### config.mk
export PLATFORM = sky130hd
export DESIGN_NAME = thermistor_temperature_linearizer_top_flat
export DESIGN_NICKNAME = d
export VERILOG_FILES = /design/src/hdl/ttl_pkg.sv /design/src/hdl/ttl_if.sv /design/src/hdl/ttl_sdiv.sv /design/src/hdl/thermistor_temperature_linearizer_top.sv /design/src/flat_wrapper.sv
export SDC_FILE = /design/constraint.sdc
export NUM_CORES = 1
export LEC_CHECK = 0
export BUFFER_PORTS_ARGS = -buffer_cell sky130_fd_sc_hd__buf_2
export CAP_MARGIN = 20
export CORE_UTILIZATION = 30
export CTS_CLUSTER_SIZE = 8
export DETAILED_ROUTE_END_ITERATION = 8
export PLACE_DENSITY = 0.44
export SYNTH_ARGS = -nofsm -noshare
export SYNTH_HDL_FRONTEND = slang
export SYNTH_SLANG_ARGS = --single-unit
### constraint.sdc
create_clock -name i_clk -period 7.85 [get_ports i_clk]
set_clock_uncertainty 0.15 [all_clocks]
set_input_delay 0.785 -clock i_clk [delete_from_list [all_inputs] [get_ports i_clk]]
set_output_delay 0.785 -clock i_clk [all_outputs]
set_load 0.02 [all_outputs]
### src/hdl/ttl_pkg.sv
`default_nettype none

package ttl_pkg;

    // fixed scaling of the front end
    localparam int unsigned ADC_FULL_SCALE = 16383;
    localparam int unsigned TABLE_POINTS   = 24;

    localparam logic [11:0] VREF_RESET = 12'd3300;
    localparam logic [15:0] V_TOP      = 16'd52800;   // 3.3 V in 1/16 mV
    localparam logic [14:0] R_SCALE    = 15'd32000;   // divider top resistor, 1/16 ohm
    localparam logic [11:0] T_MAX      = 12'd2400;    // 150 degC in 1/16 degC
    localparam logic [11:0] HYST       = 12'd8;

    localparam int unsigned TBL_IDX_W    = $clog2(TABLE_POINTS);
    localparam int unsigned SEARCH_STEPS = $clog2(TABLE_POINTS - 1);

    // shared serial divider geometry
    localparam int unsigned DIV_W = 16;
    localparam int unsigned QUO_W = 17;
    localparam int unsigned CNT_W = 5;

    // quotient bits needed by each of the three divisions
    localparam logic [CNT_W-1:0] DIV1_STEPS = 5'd17;
    localparam logic [CNT_W-1:0] DIV2_STEPS = 5'd16;
    localparam logic [CNT_W-1:0] DIV3_STEPS = 5'd9;

    typedef struct packed {
        logic             start;
        logic [DIV_W-1:0] rem_init;   // leading dividend bits, already below the divisor
        logic [QUO_W-1:0] dividend;   // remaining dividend bits, msb first
        logic [DIV_W-1:0] divisor;
        logic [CNT_W-1:0] count;
    } t_div_cmd;

    typedef struct packed {
        logic             busy;
        logic [QUO_W-1:0] quotient;
    } t_div_sts;

    // resistance points of the sensor curve, ohm
    function automatic logic [11:0] ohm_of(input logic [TBL_IDX_W-1:0] idx);
        logic [11:0] r;
        case (idx)
            5'd0:    r = 12'd490;
            5'd1:    r = 12'd515;
            5'd2:    r = 12'd567;
            5'd3:    r = 12'd624;
            5'd4:    r = 12'd684;
            5'd5:    r = 12'd747;
            5'd6:    r = 12'd815;
            5'd7:    r = 12'd886;
            5'd8:    r = 12'd961;
            5'd9:    r = 12'd1000;
            5'd10:   r = 12'd1040;
            5'd11:   r = 12'd1122;
            5'd12:   r = 12'd1209;
            5'd13:   r = 12'd1299;
            5'd14:   r = 12'd1392;
            5'd15:   r = 12'd1490;
            5'd16:   r = 12'd1591;
            5'd17:   r = 12'd1696;
            5'd18:   r = 12'd1805;
            5'd19:   r = 12'd1915;
            5'd20:   r = 12'd1970;
            5'd21:   r = 12'd2023;
            5'd22:   r = 12'd2124;
            default: r = 12'd2211;
        endcase
        return r;
    endfunction

    // temperature points of the sensor curve, degC
    function automatic logic signed [8:0] deg_of(input logic [TBL_IDX_W-1:0] idx);
        logic signed [8:0] d;
        case (idx)
            5'd0:    d = -9'sd55;
            5'd1:    d = -9'sd50;
            5'd2:    d = -9'sd40;
            5'd3:    d = -9'sd30;
            5'd4:    d = -9'sd20;
            5'd5:    d = -9'sd10;
            5'd6:    d = 9'sd0;
            5'd7:    d = 9'sd10;
            5'd8:    d = 9'sd20;
            5'd9:    d = 9'sd25;
            5'd10:   d = 9'sd30;
            5'd11:   d = 9'sd40;
            5'd12:   d = 9'sd50;
            5'd13:   d = 9'sd60;
            5'd14:   d = 9'sd70;
            5'd15:   d = 9'sd80;
            5'd16:   d = 9'sd90;
            5'd17:   d = 9'sd100;
            5'd18:   d = 9'sd110;
            5'd19:   d = 9'sd120;
            5'd20:   d = 9'sd125;
            5'd21:   d = 9'sd130;
            5'd22:   d = 9'sd140;
            default: d = 9'sd150;
        endcase
        return d;
    endfunction

    // table resistance in 1/16 ohm
    function automatic logic [15:0] ohm16(input logic [TBL_IDX_W-1:0] idx);
        return {ohm_of(idx), 4'b0000};
    endfunction

endpackage

`default_nettype wire

### src/hdl/ttl_if.sv
`default_nettype none

// adc code channel
interface ttl_in_if;
    logic        valid;
    logic        ready;
    logic [13:0] adc_code;

    modport source (output valid, output adc_code, input ready);
    modport sink   (input valid, input adc_code, output ready);
endinterface

// temperature result channel
interface ttl_out_if;
    logic        valid;
    logic        ready;
    logic [11:0] temperature;
    logic        updated;

    modport source (output valid, output temperature, output updated, input ready);
    modport sink   (input valid, input temperature, input updated, output ready);
endinterface

`default_nettype wire

### src/hdl/ttl_sdiv.sv
`default_nettype none

// restoring divider, one quotient bit per cycle
module ttl_sdiv
    import ttl_pkg::*;
(
    input  wire logic     i_clk,
    input  wire logic     i_rst_n,
    input  wire t_div_cmd i_cmd,
    output t_div_sts      o_sts
);

    logic             r_busy;
    logic [CNT_W-1:0] r_cnt;
    logic [DIV_W-1:0] r_rem;
    logic [QUO_W-1:0] r_dvd;
    logic [DIV_W-1:0] r_dsr;
    logic [QUO_W-1:0] r_quo;

    logic [DIV_W+1:0] trial;
    logic             ge;
    logic [DIV_W-1:0] n_rem;

    always_comb begin
        trial = {1'b0, r_rem, r_dvd[QUO_W-1]} - {2'b00, r_dsr};
        ge    = ~trial[DIV_W+1];
        n_rem = ge ? trial[DIV_W-1:0] : {r_rem[DIV_W-2:0], r_dvd[QUO_W-1]};
    end

    always_ff @(posedge i_clk) begin
        if (!i_rst_n) begin
            r_busy <= 1'b0;
            r_cnt  <= '0;
        end else if (i_cmd.start) begin
            r_busy <= 1'b1;
            r_cnt  <= i_cmd.count;
        end else if (r_busy) begin
            r_cnt <= r_cnt - 1'b1;
            if (r_cnt == CNT_W'(1)) begin
                r_busy <= 1'b0;
            end
        end
    end

    always_ff @(posedge i_clk) begin
        if (i_cmd.start) begin
            r_rem <= i_cmd.rem_init;
            r_dvd <= i_cmd.dividend;
            r_dsr <= i_cmd.divisor;
            r_quo <= '0;
        end else if (r_busy) begin
            r_rem <= n_rem;
            r_dvd <= {r_dvd[QUO_W-2:0], 1'b0};
            r_quo <= {r_quo[QUO_W-2:0], ge};
        end
    end

    assign o_sts = '{busy: r_busy, quotient: r_quo};

endmodule

`default_nettype wire

### src/hdl/thermistor_temperature_linearizer_top.sv
// Thermistor temperature linearizer.
// i_in carries one 14-bit ADC code of the divider node per transfer; o_out
// returns one result per code: the held temperature in 1/16 degC (0..2400)
// and a flag telling whether this code moved it by more than 0.5 degC.
// i_cfg_we / i_cfg_data write the 12-bit ADC reference in mV; write it only
// while no code is in flight.
// One code is processed at a time; i_in.ready is high only when the engine
// is free. Time from input transfer to o_out.valid depends on the path:
// shortest when the node is at or above 3.3 V, longer when the resistance
// quotient overflows 16 bits, longer again when the resistance falls outside
// the curve, and longest on the full interpolation path. i_in.ready rises
// with o_out.valid, so a new code is taken only once the last one is done.
// The work is done by one shared bit-serial divider that runs the voltage
// scaling (17 bits), the resistance division (16 bits) and the segment
// interpolation (9 bits), plus a 5-step binary search of the curve.
// Results wait in an output register; a stalled receiver holds the engine
// at its last step, and nothing is lost.
// Reset clears the held temperature to 0, loads 3300 mV as reference and
// empties the output register.
`default_nettype none

module thermistor_temperature_linearizer_top
    import ttl_pkg::*;
(
    input  wire logic  i_clk,
    input  wire logic  i_rst_n,
    ttl_in_if.sink     i_in,
    ttl_out_if.source  o_out,
    input  wire logic  i_cfg_we,
    input  wire logic [11:0] i_cfg_data
);

    // sequencer codes
    localparam logic [3:0] S_IDLE   = 4'd0;
    localparam logic [3:0] S_ST1    = 4'd1;
    localparam logic [3:0] S_DIV1   = 4'd2;
    localparam logic [3:0] S_ST2    = 4'd3;
    localparam logic [3:0] S_DIV2   = 4'd4;
    localparam logic [3:0] S_SEARCH = 4'd5;
    localparam logic [3:0] S_PREP3  = 4'd6;
    localparam logic [3:0] S_ST3    = 4'd7;
    localparam logic [3:0] S_DIV3   = 4'd8;
    localparam logic [3:0] S_DONE   = 4'd9;

    logic [3:0]           r_state, n_state;
    logic [11:0]          r_vref;
    logic [25:0]          r_prod, n_prod;       // code * vref
    logic [30:0]          r_num, n_num;         // 32000 * v
    logic [15:0]          r_den, n_den;         // 52800 - v
    logic [15:0]          r_r, n_r;             // resistance, 1/16 ohm
    logic [TBL_IDX_W-1:0] r_lo, n_lo;
    logic [TBL_IDX_W-1:0] r_hi, n_hi;
    logic [2:0]           r_step, n_step;
    logic [14:0]          r_num3, n_num3;       // dt * (R - r_left)
    logic [6:0]           r_dr, n_dr;           // r_right - r_left, ohm
    logic signed [8:0]    r_tl, n_tl;           // left temperature, degC
    logic [11:0]          r_t, n_t;             // new reading
    logic [11:0]          r_held, n_held;
    logic                 r_out_valid, n_out_valid;
    logic [11:0]          r_out_temp, n_out_temp;
    logic                 r_out_upd, n_out_upd;

    t_div_cmd div_cmd;
    t_div_sts div_sts;

    logic                 in_xfer;
    logic                 out_free;
    logic                 ovf2;
    logic [TBL_IDX_W:0]   mid_sum;
    logic [TBL_IDX_W-1:0] mid;
    logic [TBL_IDX_W-1:0] left;
    logic [15:0]          left_ohm16;
    logic [3:0]           dt;
    logic [10:0]          rdiff;
    logic signed [12:0]   t_full;
    logic [11:0]          diff;
    logic                 upd;

    ttl_sdiv u_sdiv (
        .i_clk   (i_clk),
        .i_rst_n (i_rst_n),
        .i_cmd   (div_cmd),
        .o_sts   (div_sts)
    );

    assign in_xfer  = i_in.valid && (r_state == S_IDLE);
    assign out_free = !r_out_valid || o_out.ready;

    // a resistance quotient beyond 16 bits is far above the curve
    assign ovf2 = {1'b0, r_num[30:16]} >= r_den;

    // binary search probe
    assign mid_sum = {1'b0, r_lo} + {1'b0, r_hi};
    assign mid     = mid_sum[TBL_IDX_W:1];

    // segment geometry, r_lo is the right end after the search
    assign left       = r_lo - 1'b1;
    assign left_ohm16 = ohm16(left);
    assign dt         = 4'(deg_of(r_lo) - deg_of(left));
    assign rdiff      = 11'(r_r - left_ohm16);

    assign t_full = $signed({r_tl, 4'b0000}) + $signed({5'b00000, div_sts.quotient[7:0]});

    // hysteresis against the held value
    assign diff = (r_t > r_held) ? (r_t - r_held) : (r_held - r_t);
    assign upd  = diff > HYST;

    // divider command, one job per start state
    always_comb begin
        div_cmd = '0;
        case (r_state)
            S_ST1: begin
                // v = (prod << 4) / full scale, leading 13 bits are below the divisor
                div_cmd.start    = 1'b1;
                div_cmd.rem_init = {3'b000, r_prod[25:13]};
                div_cmd.dividend = {r_prod[12:0], 4'b0000};
                div_cmd.divisor  = DIV_W'(ADC_FULL_SCALE);
                div_cmd.count    = DIV1_STEPS;
            end
            S_ST2: begin
                div_cmd.start    = !ovf2;
                div_cmd.rem_init = {1'b0, r_num[30:16]};
                div_cmd.dividend = {r_num[15:0], 1'b0};
                div_cmd.divisor  = r_den;
                div_cmd.count    = DIV2_STEPS;
            end
            S_ST3: begin
                // interpolation step stays below 2^9, so the top 6 bits are below dr
                div_cmd.start    = 1'b1;
                div_cmd.rem_init = {10'b0, r_num3[14:9]};
                div_cmd.dividend = {r_num3[8:0], 8'b0};
                div_cmd.divisor  = {9'b0, r_dr};
                div_cmd.count    = DIV3_STEPS;
            end
            default: begin
                div_cmd = '0;
            end
        endcase
    end

    // sequencer
    always_comb begin
        n_state     = r_state;
        n_prod      = r_prod;
        n_num       = r_num;
        n_den       = r_den;
        n_r         = r_r;
        n_lo        = r_lo;
        n_hi        = r_hi;
        n_step      = r_step;
        n_num3      = r_num3;
        n_dr        = r_dr;
        n_tl        = r_tl;
        n_t         = r_t;
        n_held      = r_held;
        n_out_valid = r_out_valid;
        n_out_temp  = r_out_temp;
        n_out_upd   = r_out_upd;

        if (r_out_valid && o_out.ready) begin
            n_out_valid = 1'b0;
        end

        case (r_state)
            S_IDLE: begin
                if (in_xfer) begin
                    n_prod  = 26'(i_in.adc_code) * 26'(r_vref);
                    n_state = S_ST1;
                end
            end
            S_ST1: begin
                n_state = S_DIV1;
            end
            S_DIV1: begin
                if (!div_sts.busy) begin
                    if (div_sts.quotient >= {1'b0, V_TOP}) begin
                        // node at or above 3.3 V
                        n_t     = T_MAX;
                        n_state = S_DONE;
                    end else begin
                        n_num   = 31'(R_SCALE) * 31'(div_sts.quotient[15:0]);
                        n_den   = V_TOP - div_sts.quotient[15:0];
                        n_state = S_ST2;
                    end
                end
            end
            S_ST2: begin
                if (ovf2) begin
                    n_t     = T_MAX;
                    n_state = S_DONE;
                end else begin
                    n_state = S_DIV2;
                end
            end
            S_DIV2: begin
                if (!div_sts.busy) begin
                    n_r = div_sts.quotient[15:0];
                    if (div_sts.quotient[15:0] >= ohm16(TBL_IDX_W'(TABLE_POINTS - 1))) begin
                        n_t     = T_MAX;
                        n_state = S_DONE;
                    end else if (div_sts.quotient[15:0] <= ohm16('0)) begin
                        // at or below the coldest point, clamps to 0
                        n_t     = '0;
                        n_state = S_DONE;
                    end else begin
                        n_lo    = TBL_IDX_W'(1);
                        n_hi    = TBL_IDX_W'(TABLE_POINTS - 1);
                        n_step  = '0;
                        n_state = S_SEARCH;
                    end
                end
            end
            S_SEARCH: begin
                // smallest index whose resistance is not below R
                if (r_r <= ohm16(mid)) begin
                    n_hi = mid;
                end else begin
                    n_lo = mid + 1'b1;
                end
                n_step = r_step + 1'b1;
                if (r_step == 3'(SEARCH_STEPS - 1)) begin
                    n_state = S_PREP3;
                end
            end
            S_PREP3: begin
                n_num3  = 15'(dt) * 15'(rdiff);
                n_dr    = 7'(ohm_of(r_lo) - ohm_of(left));
                n_tl    = deg_of(left);
                n_state = S_ST3;
            end
            S_ST3: begin
                n_state = S_DIV3;
            end
            S_DIV3: begin
                if (!div_sts.busy) begin
                    if (t_full < 0) begin
                        n_t = '0;
                    end else if (t_full > $signed({1'b0, T_MAX})) begin
                        n_t = T_MAX;
                    end else begin
                        n_t = t_full[11:0];
                    end
                    n_state = S_DONE;
                end
            end
            S_DONE: begin
                if (out_free) begin
                    n_out_valid = 1'b1;
                    n_out_upd   = upd;
                    n_out_temp  = upd ? r_t : r_held;
                    if (upd) begin
                        n_held = r_t;
                    end
                    n_state = S_IDLE;
                end
            end
            default: begin
                n_state = S_IDLE;
            end
        endcase
    end

    // control state
    always_ff @(posedge i_clk) begin
        if (!i_rst_n) begin
            r_state     <= S_IDLE;
            r_vref      <= VREF_RESET;
            r_held      <= '0;
            r_out_valid <= 1'b0;
        end else begin
            r_state     <= n_state;
            r_held      <= n_held;
            r_out_valid <= n_out_valid;
            if (i_cfg_we) begin
                r_vref <= i_cfg_data;
            end
        end
    end

    // datapath
    always_ff @(posedge i_clk) begin
        r_prod     <= n_prod;
        r_num      <= n_num;
        r_den      <= n_den;
        r_r        <= n_r;
        r_lo       <= n_lo;
        r_hi       <= n_hi;
        r_step     <= n_step;
        r_num3     <= n_num3;
        r_dr       <= n_dr;
        r_tl       <= n_tl;
        r_t        <= n_t;
        r_out_temp <= n_out_temp;
        r_out_upd  <= n_out_upd;
    end

    assign i_in.ready        = (r_state == S_IDLE);
    assign o_out.valid       = r_out_valid;
    assign o_out.temperature = r_out_temp;
    assign o_out.updated     = r_out_upd;

    // one code at a time: engine is busy right after an input transfer
    a_one_in_flight: assert property (@(posedge i_clk) disable iff (!i_rst_n)
        (i_in.valid && i_in.ready) |=> !i_in.ready)
        else $error("input taken while a code is in flight");

    // a pending result always shows the held temperature
    a_out_is_held: assert property (@(posedge i_clk) disable iff (!i_rst_n)
        o_out.valid |-> (o_out.temperature == r_held))
        else $error("pending result differs from held temperature");

    // temperature stays within 0..150 degC
    a_temp_range: assert property (@(posedge i_clk) disable iff (!i_rst_n)
        o_out.valid |-> (o_out.temperature <= T_MAX))
        else $error("temperature above 150 degC");

    // held value only moves when a result is loaded with the update flag
    a_held_moves: assert property (@(posedge i_clk) disable iff (!i_rst_n)
        (r_held != $past(r_held)) |-> (o_out.valid && o_out.updated))
        else $error("held temperature changed without an update");

endmodule

`default_nettype wire

### src/flat_wrapper.sv
// flat-port wrapper written by rule: the top's interface ports become plain ports
module thermistor_temperature_linearizer_top_flat import ttl_pkg::*;
  (i_clk, i_rst_n, i_cfg_we, i_cfg_data, i_in_valid, i_in_adc_code, i_in_ready, o_out_valid, o_out_temperature, o_out_updated, o_out_ready);
  ttl_in_if i_in_i ();
  ttl_out_if o_out_i ();
  input  wire logic i_clk;
  input  wire logic i_rst_n;
  input  wire logic i_cfg_we;
  input  wire logic [11:0] i_cfg_data;
  input wire logic [$bits(i_in_i.valid)-1:0] i_in_valid;
  input wire logic [$bits(i_in_i.adc_code)-1:0] i_in_adc_code;
  output wire logic [$bits(i_in_i.ready)-1:0] i_in_ready;
  output wire logic [$bits(o_out_i.valid)-1:0] o_out_valid;
  output wire logic [$bits(o_out_i.temperature)-1:0] o_out_temperature;
  output wire logic [$bits(o_out_i.updated)-1:0] o_out_updated;
  input wire logic [$bits(o_out_i.ready)-1:0] o_out_ready;
  assign i_in_i.valid = i_in_valid;
  assign i_in_i.adc_code = i_in_adc_code;
  assign i_in_ready = i_in_i.ready;
  assign o_out_valid = o_out_i.valid;
  assign o_out_temperature = o_out_i.temperature;
  assign o_out_updated = o_out_i.updated;
  assign o_out_i.ready = o_out_ready;
  thermistor_temperature_linearizer_top u_core (.i_clk(i_clk), .i_rst_n(i_rst_n), .i_in(i_in_i), .o_out(o_out_i), .i_cfg_we(i_cfg_we), .i_cfg_data(i_cfg_data));
endmodule
# Yosys cells after proc, flatten, opt, wreduce, memory -nomap -nowiden
# Memories as Yosys holds them, arrays and structs flattened. A register that Yosys moved wholly into a read port is not among the register bits.
# Cells that the tools add are included.
[word_totals]
regBits = 242
romBits = 2400
input_bits = 31
out_inout_bits = 15
n_memories = 7
[memory_table]
columns = ["name", "words", "width", "read_ports", "rd_ports_with_merged_regs", "wr", "line_no", "text"]
rows = [
  ["(no name shown)", 32, 12, 1, 0, 0, "ttl_pkg.sv:44", "case (idx)"],
  ["(no name shown)", 32, 12, 1, 1, 0, "ttl_pkg.sv:44", ""],
  ["(no name shown)", 32, 12, 1, 0, 0, "ttl_pkg.sv:44", ""],
  ["(no name shown)", 32, 12, 1, 0, 0, "ttl_pkg.sv:44", ""],
  ["(no name shown)", 32, 9, 1, 1, 0, "ttl_pkg.sv:76", "case (idx)"],
  ["(no name shown)", 32, 9, 1, 0, 0, "ttl_pkg.sv:76", ""],
  ["1 more memories", "n/a", "n/a", "n/a", "n/a", "n/a", "n/a", ""],
]
[op_classes]
addsub = 13
mul = 3
n_lt_le_gt_ge = 9
eq_ne = 24
muxes = 56
bitwise = 3
n_reduce_logical = 18
[ops]
columns = ["operator", "count"]
rows = [
  ["$pmux W55 S3", 1],
  ["$mux W12", 12],
  ["$mux W5", 12],
  ["$mux W16", 3],
  ["$pmux W12 S4", 1],
  ["$mux W4", 10],
  ["$pmux W4 S10", 1],
  ["$mux W17", 2],
  ["$mul A14 B12 Y26", 1],
  ["$sub A12 B12 Y12", 2],
  ["$mul A7 B16 Y23 const A", 1],
  ["$pmux W5 S2", 2],
  ["$sub A17 B16 Y18", 1],
  ["$ge A17 B16 Y1 const B", 1],
  ["$eq A4 B3 Y1 const B", 4],
  ["$ge A15 B16 Y1", 1],
  ["$ge A16 B16 Y1 const B", 1],
  ["$le A16 B13 Y1 const B", 1],
  ["$le A16 B16 Y1", 1],
  ["$sub A16 B16 Y16 const A", 1],
  ["$mul A4 B11 Y15", 1],
  ["$mux W7", 2],
  ["$add A13 B9 Y13", 1],
  ["$gt A13 B13 Y1 const B", 1],
  ["other kinds (34)", 62],
]

# Logic depth before layout (Yosys ltp)
# An unclocked memory read counts as a cell.
[depth]
word_depth = 7
depth_mapped = 32

# Cells and area by module
# Synthesis repeated with hierarchy kept, for this count alone.
[unflattened]
cells_unflattened = 2728
area_unflattened_um2 = 25959.9
[by_module_without_submodules]
columns = ["mod", "instances", "cells_per_inst", "area_each_um2", "seq_area_each_um2"]
rows = [
  ["thermistor_temperature_linearizer_top", 1, 2378, 22052.4, 5275.1],
  ["ttl_sdiv", 1, 350, 3907.5, 1931.9],
]

# Worst setup path before layout
# OpenSTA, ideal clock, no wires.
[synth_timing]
path_kind = "register to register"
startpoint = "register u_core.r_lo[0]"
endpoint = "register u_core.r_num3[14] (data pin)"
arrival_time_ps = 6570
setup_slack_ps = 864
stages_incl_launch_ff = 32
cell_sequence = "edfxtp_1 > clkbuf_1 > clkinv_1 > ha_1 > buf_1 > xnor2_1 > nor2_1 > nand2_1 > o221ai_1 > a22oi_1 > inv_1 > ha_1 > a21o_1 > a21oi_1 > xnor2_1 > xnor2_1 > clkbuf_1 > nand2b_1 > fa_1 > inv_1 > fa_1 > inv_1 > fa_1 > nor2b_1 > o21ai_0 > a21boi_0 > o21ai_0 > a21boi_0 > o21ai_0 > a21oi_1 > o41ai_1 > xnor2_1"
[synth_between]
elab_chain_cells = 4
[synth_rtl]
columns = ["element", "line_no", "text"]
rows = [
  ["start: declaration", "thermistor_temperature_linearizer_top.sv:51", "logic [TBL_IDX_W-1:0] r_lo, n_lo;"],
  ["start signal: assignment", "thermistor_temperature_linearizer_top.sv:286", "r_lo <= n_lo;"],
  ["$sub A5 B1 Y5 (*)", "thermistor_temperature_linearizer_top.sv:97", "assign left = r_lo - 1'b1;"],
  ["$mem_v2 Z32 W12 / $mem_v2 Z32 W9 (equally long branches)", "n/a", ""],
  ["$sub A11 B11 Y11 / $sub A4 B4 Y4 (equally long branches)", "thermistor_temperature_linearizer_top.sv:100, thermistor_temperature_linearizer_top.sv:99", ""],
  ["$mul A4 B11 Y15 (*)", "thermistor_temperature_linearizer_top.sv:226", "n_num3 = 15'(dt) * 15'(rdiff);"],
  ["end signal: assignment", "thermistor_temperature_linearizer_top.sv:289", "r_num3 <= n_num3;"],
  ["end: declaration", "thermistor_temperature_linearizer_top.sv:54", "logic [14:0] r_num3, n_num3;"],
]
# Every way passes the cells marked *; elsewhere a longest branch is shown, timed or not.
# A chain may end at the register's enable or synchronous reset.

# Worst setup path in the final report
[layout_timing]
startpoint = "register u_core.r_lo[1]"
endpoint = "register u_core.r_num3[14] (data pin)"
# The elaborated chain is that of the path after synthesis.

==> results.sh <==
export IMPL_synth_async_reset_ratio_pct=0
export IMPL_ctsHtreeMaxLevel=2
export IMPL_ys_seq_area_share_pct=28.1
export IMPL_syn_area_per_cell_um2=9.47
export IMPL_yosys_warnings=0
export IMPL_fmax_mhz=143
export IMPL_totalWireLength_um=66100
export IMPL_detailedRoute_firstIterationViolations=1047
export IMPL_min_to="u_core.r_vref[7]"
export IMPL_rrSetupSlack_ns=0.85
export IMPL_io_pins=46
export IMPL_io_buffer_count=45
export IMPL_clk_pin_slew_ns=0.05
export IMPL_fin_total_pwr_w=0.0106
export IMPL_p_sw_w=0.00479
export IMPL_pwr_share_comb_pct=60.5
export IMPL_synth_top_area_share_pct=23.1
export IMPL_cp_slowest_stage_delay_ns=0.55
export IMPL_cp_common_cell="inv_1"
export IMPL_hp_start="i_cfg_data[7]"
export IMPL_die_h_um=292
export IMPL_synth_cell_area_um2=25200
export IMPL_wl_per_cell_um=17.5
export IMPL_p_int_w=0.00579
export IMPL_multiInputGateArea_um2=16400
export IMPL_leakage_nw=12.4
export IMPL_period_minus_slack_ns=7.00
export IMPL_outcome="completed"
export IMPL_rsz0062_at_grt="no"
export IMPL_drc=0
export IMPL_track_usage_pct=15.7
export IMPL_cts_num_sinks=257
export IMPL_clk_latency_ns=0.56
export IMPL_crit_type="reg -> reg"
export IMPL_worstHoldPathCells=3
export IMPL_pwr_share_seq_pct=23.9
export IMPL_drv_slew=0
export IMPL_grt_pass1_wl_um=106000
export IMPL_crit_fanout=14
export IMPL_ir_worst_vdd_v=0.000269
export IMPL_cp_end_kind="register"
export IMPL_yosysTopAreaCell="edfxtp_1"
export IMPL_core_area_um2=82600
export IMPL_fillers=8490
export IMPL_critical_path_required_ns=8.00
export IMPL_ys_ff_latch=257
export IMPL_drive_gt1_share_pct=6.87
export IMPL_whs_ns=0.306
export IMPL_start_util_pct=30.5
export IMPL_swShare_pct=45.2
export IMPL_n_antenna_cell=0
export IMPL_cap_violations=0
export IMPL_die_w_um=292
export IMPL_synth_area_leaders="edfxtp_1 23%, fa_1 16%, ha_1 14%"
export IMPL_root_buffer="clkbuf_16"
export IMPL_r2r_start="u_core.r_lo[1]"
export IMPL_setup_viol=0
export IMPL_ys_flop_type="edfxtp_1"
export IMPL_synth_cells=2662
export IMPL_hold_viol_final=0
export IMPL_clkPwrFrac_pct=15.6
export IMPL_grt_pass1_vias=18700
export IMPL_clk_path_buf_depth=3
export IMPL_path_buf_inv=5
export IMPL_dieArea_um2=85200
export IMPL_final_area_um2=27800
export IMPL_dp_hpwl_um=52400
export IMPL_fin_cells=3777
export IMPL_synth_cell_types=92
export IMPL_hp_class="in -> reg"
export IMPL_tightest_slew_ns=1.03
export IMPL_critPathSlowestCell="fa_1"
export IMPL_gp_congestion=0.854
export IMPL_nNetsFinal=3183
export IMPL_slew_limit_headroom_pct=31.0
export IMPL_rr_worst_depth=29
export IMPL_cp_start_kind="register"
export IMPL_dpl_instance_area_um2=26600
export IMPL_grt_max_degree=48
export IMPL_crit_family="compound AO/OA/AOI/OAI gates"
export IMPL_vias=18500
export IMPL_r2r_end="u_core.r_num3[14]"
export IMPL_cts_buffers=40
export IMPL_synth_nets=3166
export IMPL_rows=105
export IMPL_cellPowerDensity_nw_per_um2=380
export IMPL_critPathArrivalTime_ns=7.14
export IMPL_viasPerCell=4.91
export IMPL_synth_edf_count=194
export IMPL_final_antenna_net_count=0
export IMPL_areaGrowthSynthToFinish_pct=10.4
export IMPL_dpl_cell_count=3705
export IMPL_grt_antenna_before_repair=3
export IMPL_register_area_um2=7090
export IMPL_grt_overflow=0
export IMPL_fin_crit_sh_pct=89.1
export IMPL_drtPass1Iterations=5
export IMPL_cts_tree="done"
export IMPL_fin_setup_tns_ns=0
through the flow:
step	utilization, %	setup WS (ns)
after global routing	33.7	0.134
final	33.7	0.855
after global placement	32.2	0.436
after CTS	33.6	0.277
after floorplan	-	0.864
after detailed placement	32.2	0.282
power by group through the flow:
| stage | sequential [W] | combinational, W | clock (W) |
|---|---|---|---|
| finish | 0.00253 | 0.00640 | 0.00165 |
| global route | 0.00257 | 0.00725 | 0.00175 |
| CTS | 0.00254 | 0.00645 | 0.00171 |
| global placement | 0.00256 | 0.00634 | 0 |
| floorplan | 0.00239 | 0.00486 | 0 |
| detailed placement | 0.00256 | 0.00639 | 0 |
state kept, by name, summed over array words and instances (netlist names), 13 cells and up, named ones only:
register / count
u_core.u_sdiv.r_quo: 17
u_core.r_num: 22
u_core.r_r: 16
u_core.u_sdiv.r_dvd: 13
u_core.u_sdiv.r_rem: 16
u_core.r_prod: 26
u_core.u_sdiv.r_dsr: 16
u_core.r_num3: 15
u_core.r_den: 16
Yosys cell counts, drive strengths merged (19+ instances only):
master,instances
inv,358
clkbuf,83
nor2b,43
mux2,19
o21ai,101
mux2i,85
nand2b,27
buf,23
dfxtp,63
a21oi,156
ha,273
and2,84
xor2,33
nand3,43
edfxtp,194
nor3,42
nand2,247
o21a,20
xnor2,85
fa,200
a21o,41
nor2,184
layout by cell type, fill, tap and decap left out, types with 33 or more instances in the layout:
master	n
inv_1	357
clkbuf_16	40
dfxtp_1	62
buf_2	45
a21o_1	39
nand2_1	247
nor2_1	180
nor2b_1	43
fa_1	200
edfxtp_1	194
nand3_1	43
o21ai_0	98
mux2i_1	85
a21oi_1	155
xor2_1	33
nor3_1	41
and2_1	84
buf_4	34
ha_1	273
xnor2_1	83
kinds of logic (layout without fill, tap and decap cells):
logic type | after synthesis | count (layout) | synth area share (%)
mux | 104 | 104 | 4.22
compound gates | 498 | 498 | 12.8
xor+xnor | 120 | 120 | 4.28
simple gates | 744 | 744 | 14.0
flops | 257 | 257 | 28.1
fa+ha+maj | 473 | 473 | 29.4
buf+inv | 466 | 511 | 7.15
tightest hold or removal path, delay by kind of cell:
kind | cells | cell delay, ns
buffers and inverters | 1 | 0.08
muxes | 1 | 0.06
and+or+nand+nor | 1 | 0.06
worst max path at each step:
stage | from | to | slack (ns) | depth (start not counted)
after floorplan | u_core.r_lo[0] | u_core.r_num3[14] | 0.86 | 31
after global placement | u_core.r_lo[0] | u_core.r_num3[14] | 0.44 | 29
after detailed placement | u_core.r_lo[1] | u_core.r_num3[14] | 0.28 | 29
after CTS | u_core.r_lo[1] | u_core.r_num3[14] | 0.28 | 29
after global routing | u_core.r_lo[1] | u_core.r_num3[14] | 0.13 | 29
final | u_core.r_lo[1] | u_core.r_num3[14] | 0.85 | 29
timing repair:
action	CTS	global route
gates resized for setup	0	2
setup buffers	0	0
endpoints found under the setup margin	0	5
hold buffers	0	0
layout make-up:
type | instances | area share (%)
repair buffers | 81 | 1.84
clock inverters | 7 | 0.270
clock buffers | 63 | 3.98
multi-input cells | 1939 | 58.8
flip-flops and latches | 257 | 25.5
inverters | 360 | 4.85
well taps | 1070 | 4.81
per-layer routing:
layer	track usage (%)	wire (um)
met1	22.5	32600
met2	24.4	29100
met5	0	0
met4	3.68	1360
met3	2.69	3040
(Power assumes the default switching activity.)
